[src/rtl/core/rgt_pkg.sv]
// Shared types and constants of the resource grant table unit.
// No dependencies; every other file of the block depends on this package.
package rgt_pkg;

  localparam int TYPES = 3;
  localparam int DEF_PROCESSES = 16;
  localparam int DEF_COUNT_BITS = 8;
  localparam int FUNC_BITS = 2;
  localparam int PROC_BITS = 4;
  localparam int STATUS_BITS = 2;
  localparam int CFG_INDEX_BITS = 2;

  localparam logic [FUNC_BITS-1:0] FUNC_GET = 2'd0;
  localparam logic [FUNC_BITS-1:0] FUNC_FREE = 2'd1;
  localparam logic [FUNC_BITS-1:0] FUNC_ADMIT = 2'd2;

  localparam logic [STATUS_BITS-1:0] STATUS_DONE = 2'd0;
  localparam logic [STATUS_BITS-1:0] STATUS_BLOCKED = 2'd1;
  localparam logic [STATUS_BITS-1:0] STATUS_OVER_MAX = 2'd2;
  localparam logic [STATUS_BITS-1:0] STATUS_OVER_HELD = 2'd3;

  typedef struct packed {
    logic capture;
    logic commit;
  } rgt_cmd_t;

endpackage

[src/rtl/core/rgt_req_if.sv]
// Request channel of the resource grant table unit: valid, ready and one item.
// Depends on rgt_pkg for field widths.
interface rgt_req_if #(
  parameter int COUNT_BITS = rgt_pkg::DEF_COUNT_BITS
);
  logic valid;
  logic ready;
  logic [rgt_pkg::FUNC_BITS-1:0] func;
  logic [rgt_pkg::PROC_BITS-1:0] proc;
  logic [COUNT_BITS-1:0] amount0;
  logic [COUNT_BITS-1:0] amount1;
  logic [COUNT_BITS-1:0] amount2;

  modport source (output valid, func, proc, amount0, amount1, amount2, input ready);
  modport sink (input valid, func, proc, amount0, amount1, amount2, output ready);
endinterface

[src/rtl/core/rgt_rsp_if.sv]
// Result channel of the resource grant table unit: valid, ready and one item.
// Depends on rgt_pkg for field widths.
interface rgt_rsp_if #(
  parameter int COUNT_BITS = rgt_pkg::DEF_COUNT_BITS
);
  logic valid;
  logic ready;
  logic [rgt_pkg::STATUS_BITS-1:0] status;
  logic wake_scheduler;
  logic [COUNT_BITS-1:0] avail0;
  logic [COUNT_BITS-1:0] avail1;
  logic [COUNT_BITS-1:0] avail2;

  modport source (output valid, status, wake_scheduler, avail0, avail1, avail2, input ready);
  modport sink (input valid, status, wake_scheduler, avail0, avail1, avail2, output ready);
endinterface

[src/rtl/core/rgt_ctrl.sv]
// Controller of the resource grant table unit: handshakes and sequencing.
// Depends on rgt_pkg for the command struct.
module rgt_ctrl (
  input  logic              clk,
  input  logic              rst,
  input  logic              req_valid,
  output logic              req_ready,
  output logic              rsp_valid,
  input  logic              rsp_ready,
  output rgt_pkg::rgt_cmd_t cmd
);
  import rgt_pkg::*;

  localparam logic S_IDLE = 1'b0;
  localparam logic S_EXEC = 1'b1;

  logic state;
  logic state_next;
  logic rsp_valid_next;

  assign req_ready = (state == S_IDLE);
  assign cmd.capture = req_valid && req_ready;
  assign cmd.commit = (state == S_EXEC) && (!rsp_valid || rsp_ready);

  always_comb begin
    state_next = state;
    unique case (state)
      S_IDLE: begin
        if (cmd.capture) begin
          state_next = S_EXEC;
        end
      end
      S_EXEC: begin
        if (cmd.commit) begin
          state_next = S_IDLE;
        end
      end
      default: state_next = S_IDLE;
    endcase
  end

  always_comb begin
    rsp_valid_next = rsp_valid;
    if (cmd.commit) begin
      rsp_valid_next = 1'b1;
    end else if (rsp_ready) begin
      rsp_valid_next = 1'b0;
    end
  end

  always_ff @(posedge clk) begin
    if (rst) begin
      state <= S_IDLE;
      rsp_valid <= 1'b0;
    end else begin
      state <= state_next;
      rsp_valid <= rsp_valid_next;
    end
  end

endmodule

[src/rtl/core/rgt_dpath.sv]
// Datapath of the resource grant table unit: process tables, pool counts and
// the result register. Depends on rgt_pkg for codes and the command struct.
module rgt_dpath #(
  parameter int PROCESSES = rgt_pkg::DEF_PROCESSES,
  parameter int COUNT_BITS = rgt_pkg::DEF_COUNT_BITS
) (
  input  logic                               clk,
  input  logic                               rst,
  input  rgt_pkg::rgt_cmd_t                  cmd,
  input  logic [rgt_pkg::FUNC_BITS-1:0]      func,
  input  logic [rgt_pkg::PROC_BITS-1:0]      proc,
  input  logic [COUNT_BITS-1:0]              amount0,
  input  logic [COUNT_BITS-1:0]              amount1,
  input  logic [COUNT_BITS-1:0]              amount2,
  input  logic                               cfg_we,
  input  logic [rgt_pkg::CFG_INDEX_BITS-1:0] cfg_index,
  input  logic [COUNT_BITS-1:0]              cfg_data,
  output logic [rgt_pkg::STATUS_BITS-1:0]    status,
  output logic                               wake_scheduler,
  output logic [COUNT_BITS-1:0]              avail0,
  output logic [COUNT_BITS-1:0]              avail1,
  output logic [COUNT_BITS-1:0]              avail2
);
  import rgt_pkg::*;

  localparam int ADDR_BITS = (PROCESSES > 1) ? $clog2(PROCESSES) : 1;
  localparam logic [COUNT_BITS-1:0] COUNT_MAX = {COUNT_BITS{1'b1}};

  typedef logic [TYPES-1:0][COUNT_BITS-1:0] triple_t;

  triple_t max_mem [PROCESSES];
  triple_t held_mem [PROCESSES];

  triple_t max_rd;
  triple_t held_rd;
  triple_t amt_q;
  triple_t avail;
  triple_t avail_next;
  triple_t max_wdata;
  triple_t held_wdata;
  logic [FUNC_BITS-1:0] func_q;
  logic [ADDR_BITS-1:0] addr_q;
  logic proc_ok_q;
  logic max_we;
  logic held_we;
  logic over_max;
  logic short;
  logic over_held;
  logic [STATUS_BITS-1:0] status_next;
  logic wake_next;
  logic [COUNT_BITS:0] sum_held_amt;
  logic [COUNT_BITS:0] sum_release;
  logic [COUNT_BITS:0] sum_free;
  triple_t released;
  triple_t freed;

  always_ff @(posedge clk) begin
    if (cmd.capture) begin
      max_rd <= max_mem[ADDR_BITS'(proc)];
      held_rd <= held_mem[ADDR_BITS'(proc)];
      func_q <= func;
      addr_q <= ADDR_BITS'(proc);
      proc_ok_q <= (32'(proc) < 32'(PROCESSES));
      amt_q <= {amount2, amount1, amount0};
    end
  end

  always_ff @(posedge clk) begin
    if (cmd.commit && max_we) begin
      max_mem[addr_q] <= max_wdata;
    end
    if (cmd.commit && held_we) begin
      held_mem[addr_q] <= held_wdata;
    end
  end

  always_comb begin
    over_max = 1'b0;
    short = 1'b0;
    over_held = 1'b0;
    sum_held_amt = '0;
    sum_release = '0;
    sum_free = '0;
    released = '0;
    freed = '0;
    for (int t = 0; t < TYPES; t++) begin
      sum_held_amt = {1'b0, held_rd[t]} + {1'b0, amt_q[t]};
      if (sum_held_amt > {1'b0, max_rd[t]}) begin
        over_max = 1'b1;
      end
      if (amt_q[t] > avail[t]) begin
        short = 1'b1;
      end
      if (amt_q[t] > held_rd[t]) begin
        over_held = 1'b1;
      end
      sum_release = {1'b0, avail[t]} + {1'b0, held_rd[t]};
      released[t] = sum_release[COUNT_BITS] ? COUNT_MAX : sum_release[COUNT_BITS-1:0];
      sum_free = {1'b0, avail[t]} + {1'b0, amt_q[t]};
      freed[t] = sum_free[COUNT_BITS] ? COUNT_MAX : sum_free[COUNT_BITS-1:0];
    end
  end

  always_comb begin
    status_next = STATUS_DONE;
    wake_next = 1'b0;
    avail_next = avail;
    max_we = 1'b0;
    held_we = 1'b0;
    max_wdata = amt_q;
    held_wdata = '0;
    if (proc_ok_q) begin
      unique case (func_q)
        FUNC_ADMIT: begin
          max_we = 1'b1;
          held_we = 1'b1;
        end
        FUNC_GET: begin
          priority if (over_max) begin
            status_next = STATUS_OVER_MAX;
            avail_next = released;
            held_we = 1'b1;
          end else if (short) begin
            status_next = STATUS_BLOCKED;
          end else begin
            held_we = 1'b1;
            for (int t = 0; t < TYPES; t++) begin
              held_wdata[t] = held_rd[t] + amt_q[t];
              avail_next[t] = avail[t] - amt_q[t];
            end
          end
        end
        FUNC_FREE: begin
          priority if (over_held) begin
            status_next = STATUS_OVER_HELD;
            avail_next = released;
            held_we = 1'b1;
          end else begin
            held_we = 1'b1;
            wake_next = 1'b1;
            avail_next = freed;
            for (int t = 0; t < TYPES; t++) begin
              held_wdata[t] = held_rd[t] - amt_q[t];
            end
          end
        end
        default: begin
          status_next = STATUS_DONE;
        end
      endcase
    end
  end

  always_ff @(posedge clk) begin
    if (rst) begin
      avail <= '0;
    end else if (cfg_we && (cfg_index < CFG_INDEX_BITS'(TYPES))) begin
      avail[cfg_index] <= cfg_data;
    end else if (cmd.commit) begin
      avail <= avail_next;
    end
  end

  always_ff @(posedge clk) begin
    if (cmd.commit) begin
      status <= status_next;
      wake_scheduler <= wake_next;
      avail0 <= avail_next[0];
      avail1 <= avail_next[1];
      avail2 <= avail_next[2];
    end
  end

endmodule

[src/rtl/core/resource_grant_table_unit.sv]
// Resource grant table unit: a process table that grants and takes back
// three resource types. The request channel carries func, proc and three
// amounts; the result channel carries status, wake_scheduler and the three
// available counts after the item. Configuration writes load the pool size
// of a type into its available count; the user must make them only while
// the unit idles, as the unit itself does not enforce this. Each item first
// reads the maximum and holding tables at the process index, then is decided
// and written back; a new item is not accepted until the last is decided.
// The result is registered in the output register when the item is decided;
// the next item is accepted while that result still waits. If the receiver
// stalls, one more item is accepted and its decision is held until the
// output register frees; no further item is taken meanwhile.
// Reset clears the available counts to zero and empties the output register.
// The tables hold no valid state after reset: a process must be admitted
// before it is used.
// Depends on rgt_pkg, rgt_req_if, rgt_rsp_if, rgt_ctrl and rgt_dpath.
module resource_grant_table_unit #(
  parameter int PROCESSES = rgt_pkg::DEF_PROCESSES,
  parameter int COUNT_BITS = rgt_pkg::DEF_COUNT_BITS
) (
  input  logic                               clk,
  input  logic                               rst,
  rgt_req_if.sink                            req,
  rgt_rsp_if.source                          rsp,
  input  logic                               cfg_we,
  input  logic [rgt_pkg::CFG_INDEX_BITS-1:0] cfg_index,
  input  logic [COUNT_BITS-1:0]              cfg_data
);
  import rgt_pkg::*;

  rgt_cmd_t cmd;

  rgt_ctrl u_ctrl (
    .clk       (clk),
    .rst       (rst),
    .req_valid (req.valid),
    .req_ready (req.ready),
    .rsp_valid (rsp.valid),
    .rsp_ready (rsp.ready),
    .cmd       (cmd)
  );

  rgt_dpath #(
    .PROCESSES  (PROCESSES),
    .COUNT_BITS (COUNT_BITS)
  ) u_dpath (
    .clk            (clk),
    .rst            (rst),
    .cmd            (cmd),
    .func           (req.func),
    .proc           (req.proc),
    .amount0        (req.amount0),
    .amount1        (req.amount1),
    .amount2        (req.amount2),
    .cfg_we         (cfg_we),
    .cfg_index      (cfg_index),
    .cfg_data       (cfg_data),
    .status         (rsp.status),
    .wake_scheduler (rsp.wake_scheduler),
    .avail0         (rsp.avail0),
    .avail1         (rsp.avail1),
    .avail2         (rsp.avail2)
  );

`ifndef ASSERT_OFF
  a_one_at_a_time: assert property (@(posedge clk) disable iff (rst)
    (req.valid && req.ready) |=> !req.ready)
    else $error("item accepted while the previous one is still in work");

  a_wake_on_done: assert property (@(posedge clk) disable iff (rst)
    (rsp.valid && rsp.wake_scheduler) |-> (rsp.status == STATUS_DONE))
    else $error("wake raised with a failing status");

  a_result_after_exec: assert property (@(posedge clk) disable iff (rst)
    $rose(rsp.valid) |-> $past(!req.ready))
    else $error("result produced outside the execute step");
`endif

endmodule
[src/flat_wrapper.sv]
// flat-port wrapper written by rule: the top's interface ports become plain ports
module resource_grant_table_unit_flat import rgt_pkg::*;
#(
  parameter int PROCESSES = rgt_pkg::DEF_PROCESSES,
  parameter int COUNT_BITS = rgt_pkg::DEF_COUNT_BITS
)
  (clk, rst, cfg_we, cfg_index, cfg_data, req_valid, req_func, req_proc, req_amount0, req_amount1, req_amount2, req_ready, rsp_valid, rsp_status, rsp_wake_scheduler, rsp_avail0, rsp_avail1, rsp_avail2, rsp_ready);
  rgt_req_if #(.COUNT_BITS(COUNT_BITS)) req_i ();
  rgt_rsp_if #(.COUNT_BITS(COUNT_BITS)) rsp_i ();
  input  logic clk;
  input  logic rst;
  input  logic cfg_we;
  input  logic [rgt_pkg::CFG_INDEX_BITS-1:0] cfg_index;
  input  logic [COUNT_BITS-1:0] cfg_data;
  input wire logic [$bits(req_i.valid)-1:0] req_valid;
  input wire logic [$bits(req_i.func)-1:0] req_func;
  input wire logic [$bits(req_i.proc)-1:0] req_proc;
  input wire logic [$bits(req_i.amount0)-1:0] req_amount0;
  input wire logic [$bits(req_i.amount1)-1:0] req_amount1;
  input wire logic [$bits(req_i.amount2)-1:0] req_amount2;
  output wire logic [$bits(req_i.ready)-1:0] req_ready;
  output wire logic [$bits(rsp_i.valid)-1:0] rsp_valid;
  output wire logic [$bits(rsp_i.status)-1:0] rsp_status;
  output wire logic [$bits(rsp_i.wake_scheduler)-1:0] rsp_wake_scheduler;
  output wire logic [$bits(rsp_i.avail0)-1:0] rsp_avail0;
  output wire logic [$bits(rsp_i.avail1)-1:0] rsp_avail1;
  output wire logic [$bits(rsp_i.avail2)-1:0] rsp_avail2;
  input wire logic [$bits(rsp_i.ready)-1:0] rsp_ready;
  assign req_i.valid = req_valid;
  assign req_i.func = req_func;
  assign req_i.proc = req_proc;
  assign req_i.amount0 = req_amount0;
  assign req_i.amount1 = req_amount1;
  assign req_i.amount2 = req_amount2;
  assign req_ready = req_i.ready;
  assign rsp_valid = rsp_i.valid;
  assign rsp_status = rsp_i.status;
  assign rsp_wake_scheduler = rsp_i.wake_scheduler;
  assign rsp_avail0 = rsp_i.avail0;
  assign rsp_avail1 = rsp_i.avail1;
  assign rsp_avail2 = rsp_i.avail2;
  assign rsp_i.ready = rsp_ready;
  resource_grant_table_unit #(.PROCESSES(PROCESSES), .COUNT_BITS(COUNT_BITS)) u_core (.clk(clk), .rst(rst), .req(req_i), .rsp(rsp_i), .cfg_we(cfg_we), .cfg_index(cfg_index), .cfg_data(cfg_data));
endmodule
[config.mk]
export PLATFORM = sky130hd
export DESIGN_NAME = resource_grant_table_unit_flat
export DESIGN_NICKNAME = d
export VERILOG_FILES = /design/src/rtl/core/rgt_pkg.sv /design/src/rtl/core/rgt_req_if.sv /design/src/rtl/core/rgt_rsp_if.sv /design/src/rtl/core/rgt_ctrl.sv /design/src/rtl/core/rgt_dpath.sv /design/src/rtl/core/resource_grant_table_unit.sv /design/src/flat_wrapper.sv
export SDC_FILE = /design/constraint.sdc
export NUM_CORES = 1
export LEC_CHECK = 0
export BUFFER_PORTS_ARGS = -buffer_cell sky130_fd_sc_hd__buf_2
export CORE_MARGIN = 10
export CORE_UTILIZATION = 30
export DETAILED_ROUTE_END_ITERATION = 8
export HOLD_SLACK_MARGIN = 0.02
export PLACE_DENSITY_LB_ADDON = 0.1
export SYNTH_ARGS = -nofsm -noshare
export SYNTH_HDL_FRONTEND = slang
export SYNTH_SLANG_ARGS = --single-unit
[constraint.sdc]
create_clock -name clk -period 7 [get_ports clk]
set_clock_uncertainty 0.1 [all_clocks]
set_input_delay 1.4 -clock clk [delete_from_list [all_inputs] [get_ports clk]]
set_output_delay 1.4 -clock clk [all_outputs]
set_load 0.005 [all_outputs]
After elaboration in Yosys (flattened, before gate mapping)
Memories as Yosys holds them, arrays and structs flattened. A register that Yosys moved wholly into a read port is not among the register bits.
Index checks and enable logic that the tools add are counted.
- register bits: 83
- latch bits: 0
- RAM bits: 768
- bits in read-only memories: 0
- input bits: 45
- logic and storage cells: 108
- memories: 2
- add/subtract/negate cells: 18
- $mul: 0
- divide/modulo/power cells: 0
- magnitude comparators: 12
- equal/unequal tests: 2
- shift operators: 0
- multiplexer cells: 46
- bitwise gates (word level): 1
- reduce and logical (&&, ||, !) cells: 12
- memories (name ; words ; bits a word ; read ports ; clocked after Yosys merged registers in ; wr ports ; RTL line ; RTL):
    u_core.u_dpath.held_mem ; 16 ; 24 ; 1 ; 1 ; 1 ; rgt_dpath.sv:32 ; triple_t held_mem [PROCESSES];
    u_core.u_dpath.max_mem ; 16 ; 24 ; 1 ; 1 ; 1 ; rgt_dpath.sv:31 ; triple_t max_mem [PROCESSES];
- operators with widths (kind ; count):
    $mux W24 ; 8
    $pmux W24 S2 ; 2
    $add A8 B8 Y9 ; 9
    $mux W8 ; 7
    $gt A8 B8 Y1 ; 6
    $sub A8 B8 Y8 ; 6
    $gt A9 B8 Y1 ; 3
    $add A8 B8 Y8 ; 3
    $bwmux W24 ; 1
    $mux W1 ; 22
    $demux W8 S2 ; 1
    $logic_and A1 B1 Y1 ; 6
    $mux W2 ; 2
    $pmux W1 S2 ; 2
    $pmux W2 S2 ; 1
    $reduce_bool A2 Y1 ; 2
    $lt A2 B3 Y1 const B ; 1
    $eq A2 B1 Y1 const B ; 1
    $eq A2 B2 Y1 const B ; 1
    $ge A2 B1 Y1 const B ; 1
    $logic_not A2 Y1 ; 1
    $lt A2 B2 Y1 const B ; 1
    $reduce_or A2 Y1 ; 1
    $logic_not A1 Y1 ; 1
    other kinds (2) ; 2

Longest topological paths before layout
- depth after elaboration: 10
- gate-level depth with buffers: 21
- mapped depth without buffers: 19

Modules after synthesis
Synthesis repeated with hierarchy kept, for this count alone.
- cell total of the unflattened synthesis: 2225
- area, all modules: 39706.8 µm²
- by module, submodules not included (module ; times used ; cells each ; area each (µm²) ; sequential area each (µm²)):
    rgt_dpath ; 1 ; 2215 ; 39611.7 ; 26695.6
    rgt_ctrl ; 1 ; 10 ; 95.1 ; 40.0

Least setup slack after synthesis
Ideal clock, no wire load.
- kind: reg-to-reg
- start: reg u_core.u_dpath.amt_q[17] (netlist name)
- end: mem u_core.u_dpath.held_mem[0][0] (netlist name), enable pin
- library setup time: 0.466 ns
- arrival time: 5.825 ns
- setup slack: 0.609 ns
- cell stages (with the launch flop): 17
- path buffers: 0
- clock period less this slack: 6.391 ns
- cells stage by stage: edfxtp_1 -> inv_1 -> ha_1 -> o21bai_1 -> a21oi_1 -> o21bai_1 -> a21oi_1 -> o31ai_1 -> xnor2_1 -> ha_1 -> a21oi_1 -> and3_1 -> o32ai_1 -> nor4_1 -> o21bai_1 -> nand2_1 -> nor4_1
- cells in the longest elaborated chain, start to end: 8
- ends and longest elaborated chain (element ; RTL line ; RTL):
    from (decl) ; rgt_dpath.sv:36 ; triple_t amt_q;
    from (signal assigned) ; rgt_dpath.sv:64 ; amt_q <= {amount2, amount1, amount0};
    $add A8 B8 Y9 / $gt A8 B8 Y1 (equally long branches) ; rgt_dpath.sv:87, rgt_dpath.sv:91 ;
    $gt A9 B8 Y1 / $mux W1 (equally long branches) ; rgt_dpath.sv:88, rgt_dpath.sv:91 ;
    $mux W1, on equally long branches ; rgt_dpath.sv:88, rgt_dpath.sv:123 ;
    $mux W1 * ; rgt_dpath.sv:119 ; priority if (over_max) begin
    $pmux W1 S2 * ; rgt_dpath.sv:113 ; unique case (func_q)
    $logic_and A1 B1 Y1 * ; rgt_dpath.sv:72 ; if (cmd.commit && held_we) begin
    $mux W1 * ; rgt_dpath.sv:72 ;
    $mux W1 (not written as such) * ; rgt_dpath.sv:73 ; held_mem[addr_q] <= held_wdata;
    to (decl) ; rgt_dpath.sv:32 ;
Every way passes the cells marked *; elsewhere a longest branch is shown, timed or not.

==> qor.yml <==
cts_sinks: 899
clock.fmax_mhz: 148
hold_class: "reg -> reg"
final_antenna_net_count: 0
path_clk_slew_ps: 60
antenna_found_initial: 10
finish.instance_area_um2: 46200
syn-num-nets: 2498
path_class: "reg -> reg"
grt_pass1_wl_mm: 178
slew_violations: 0
drive_gt1_share_pct: 23.9
worst_pin_slew_ps: 1410
hold_violations: 0
p_sw_share_pct: 25.1
synth_top_area_share_pct: 65.6
portBuffers: 73
synth_ff_type: "edfxtp_1"
cts_buffers: 100
setup_viol: 0
critPathMaxFanout: 16
outcome: "complete, no violations"
rr_startpoint: "u_core.u_dpath.amt_q[10]"
critPathArrivalTime_ps: 7170
r2r_cells: 18
power.density_nw_per_um2: 270
min_period_over_period_pct: 96.6
async_reset_ff_share_pct: 0
holdPathStages: 2
fp-row-count: 133
place_area_um2: 43100
gr-total-overflow: 0
drt_iter0_drc: 1703
clock_latency_ps: 710
p_clk_share_pct: 40.6
wl_per_cell_um: 29.3
firstDrtPassIters: 7
clockBufferDepth: 3
seqCellArea_um2: 26700
grt_pass1_vias: 23000
endpoint_kind: "flip-flop"
die_h_um: 385
worst_slack_ps: 235
io_pins: 74
syn_avg_cell_area_um2: 17.5
cap_violations: 0
synthesis.area_um2: 40000
h-tree-depth: 3
cts_hold_buffers: 0
area_growth_pct: 15.7
vias: 22100
nets: 2665
dp_hpwl_mm: 80.0
clockRootBuffer: "clkbuf_16"
grt.total_usage_pct: 16.9
cts_tree: "done"
ff2ff_setup_slack_ps: 230
worstHoldStart: "u_core.u_ctrl.rsp_valid"
internal_power_w: 0.00935
fin_crit_ps: 6770
viasPerCell: 5.16
start_util_pct: 30.3
fp.coreArea_um2: 132000
seq_area_frac_synth_pct: 66.9
route.detailed.drc: 0
min_to: "u_core.u_ctrl.rsp_valid"
die_width_um: 385
pwr-share-seq_pct: 48.8
pre_cts_slack_ps: -311
critPathLaunchType: "flip-flop"
hold_ws_ps: 413
routed_wl_mm: 126
syn-instance-count: 2290
r2r_end: "u_core.u_dpath.held_mem[7][20]"
leakagePower_nw: 15.8
grt_start_max_net_pins: 80
pwr-share-comb_pct: 10.6
synth.distinct_cells: 81
p_sw_w: 0.00313
dieArea_um2: 148000
ys_ff_latch: 899
yosys_warnings: 0
critPathRequiredTime_ps: 7400
synth_edf_count: 873
routabilityCongestion: 0.868
fillers: 12400
multi_input_area_um2: 12600
synth_top_cell_by_area: "edfxtp_1"
peakVddDrop_uv: 185
synth_area_leaders: "edfxtp_1 (66%), mux4_2 (14%), ha_1 (4.6%)"
relSlewSlack_pct: 5.63
registers in the layout (all words and copies together), names as in the netlist:
register and cells:
u_core.u_dpath.func_q 2, u_core.u_dpath.addr_q 4, u_core.u_ctrl.rsp_valid 1, u_core.u_dpath.wake_scheduler 1, u_core.u_dpath.amt_q 24, u_core.u_ctrl.state 1, u_core.u_dpath.avail0 8, u_core.u_dpath.max_mem 384
u_core.u_dpath.held_mem 384, u_core.u_dpath.status 2, u_core.u_dpath.avail1 8, u_core.u_dpath.max_rd 24, u_core.u_dpath.avail 24, u_core.u_dpath.held_rd 24, u_core.u_dpath.avail2 8
layout by cell type (no fill, tap or decap), types with 14 or more instances in the layout:
cell	netlist	routed
edfxtp_1	873	873
mux4_2	240	240
ha_1	148	148
inv_1	111	110
clkbuf_16	0	101
buf_4	4	98
a21oi_1	90	89
nand2_1	88	88
nor2_1	89	73
buf_2	15	69
xnor2_1	42	42
o21ai_0	43	42
a21o_1	36	36
dfxtp_1	26	26
clkinv_1	1	25
a211oi_1	25	25
a22oi_1	23	23
o21bai_1	22	22
nand2b_1	20	20
nor3_1	32	20
clkinv_2	0	20
a31oi_1	19	19
nor2b_1	19	18
nor2_4	0	16
fa_1	15	15
o21a_1	14	14
cells by family after synthesis:
group                      share of synthesized area, %
AOI/OAI and AO/OA                                  6.91
xor gates and xnor gates                           1.16
adders and majority gates                          5.39
buffers and inverters                              2.17
DFF                                                66.9
muxes                                              13.6
and+or+nand+nor                                    3.89
cells in the mapped netlist, types with 22 or more instances:
cell type  count
edfxtp_1     873
mux4_2       240
ha_1         148
inv_1        111
a21oi_1       90
nor2_1        89
nand2_1       88
clkbuf_1      62
o21ai_0       43
xnor2_1       42
a21o_1        36
nor3_1        32
dfxtp_1       26
a211oi_1      25
a22oi_1       23
buf_1         23
o21bai_1      22
worst max-delay path, stage by stage (launching register included):
cell and delay, ps:
edfxtp_1 320, buf_4 150, inv_1 90, ha_1 560
inv_1 130, a21oi_2 520, o21bai_1 130, a21oi_1 700
o31ai_1 160, xnor2_1 250, ha_1 280, and3_1 170
a221oi_1 560, o32ai_1 430, or4b_1 940, buf_4 370
o22a_1 220, a21oi_1 180, buf_4 260
final cells by class:
cell class,count,share of cell area [%]
clock buffers,114,5.57
diodes,1,0.00541
repair buffers,171,2.49
well taps,1755,4.75
clock inverters,62,1.18
inverters,114,0.926
flip-flops and latches,899,57.8
multi-input cells,1171,27.2
power by group through the flow:
stage / sequential [W] / combinational [W] / clock [W]
global placement: 0.00621 / 0.00131 / 0
detailed placement: 0.00621 / 0.00132 / 0
floorplan: 0.00618 / 0.000795 / 0
global route: 0.00610 / 0.00144 / 0.00544
finish: 0.00609 / 0.00132 / 0.00507
CTS: 0.00610 / 0.00133 / 0.00523
worst max path at each step:
stage	from	endpoint	slack (ps)	cells after the start
2_1_floorplan	u_core.u_dpath.amt_q[17]	u_core.u_dpath.held_mem[0][0]	610	16
3_3_place_gp	u_core.u_dpath.amt_q[10]	u_core.u_dpath.held_mem[10][20]	-370	17
3_5_place_dp	u_core.u_dpath.amt_q[10]	u_core.u_dpath.avail2[4]	-310	17
4_1_cts	u_core.u_dpath.amt_q[10]	u_core.u_dpath.held_mem[6][20]	220	18
5_1_grt	u_core.u_dpath.amt_q[10]	u_core.u_dpath.avail1[6]	-5	18
6_report	u_core.u_dpath.amt_q[10]	u_core.u_dpath.held_mem[7][20]	230	18
routing by layer:
layer	track usage (%)	part of all wire (%)	wire, um	up-vias
met5	0	0	0	-
met4	3.85	2.2	2720	0
met3	2.80	4.6	5830	144
met2	27.2	47	59500	558
met1	23.8	46	57700	11800
li1	-	-	-	9609
per-stage QoR:
step | total power, W | instances | TNS (ps) | util, %
global placement | 0.00752 | 4108 | -46800 | 32.6
CTS | 0.0127 | 4286 | 0 | 35.0
detailed placement | 0.00753 | 4108 | -32920 | 32.6
floorplan | 0.00698 | 2290 | 0 | -
finish | 0.0125 | 4287 | 0 | 35.0
global route | 0.0130 | 4286 | -10.1 | 35.0
repair_timing:
item	4_1_cts	5_1_grt
pin swaps	0	0
gates resized for setup	0	1
endpoints found under the setup margin	249	148
buffers inserted	2	0
No activity file was read; power rests on OpenSTA's default activity.
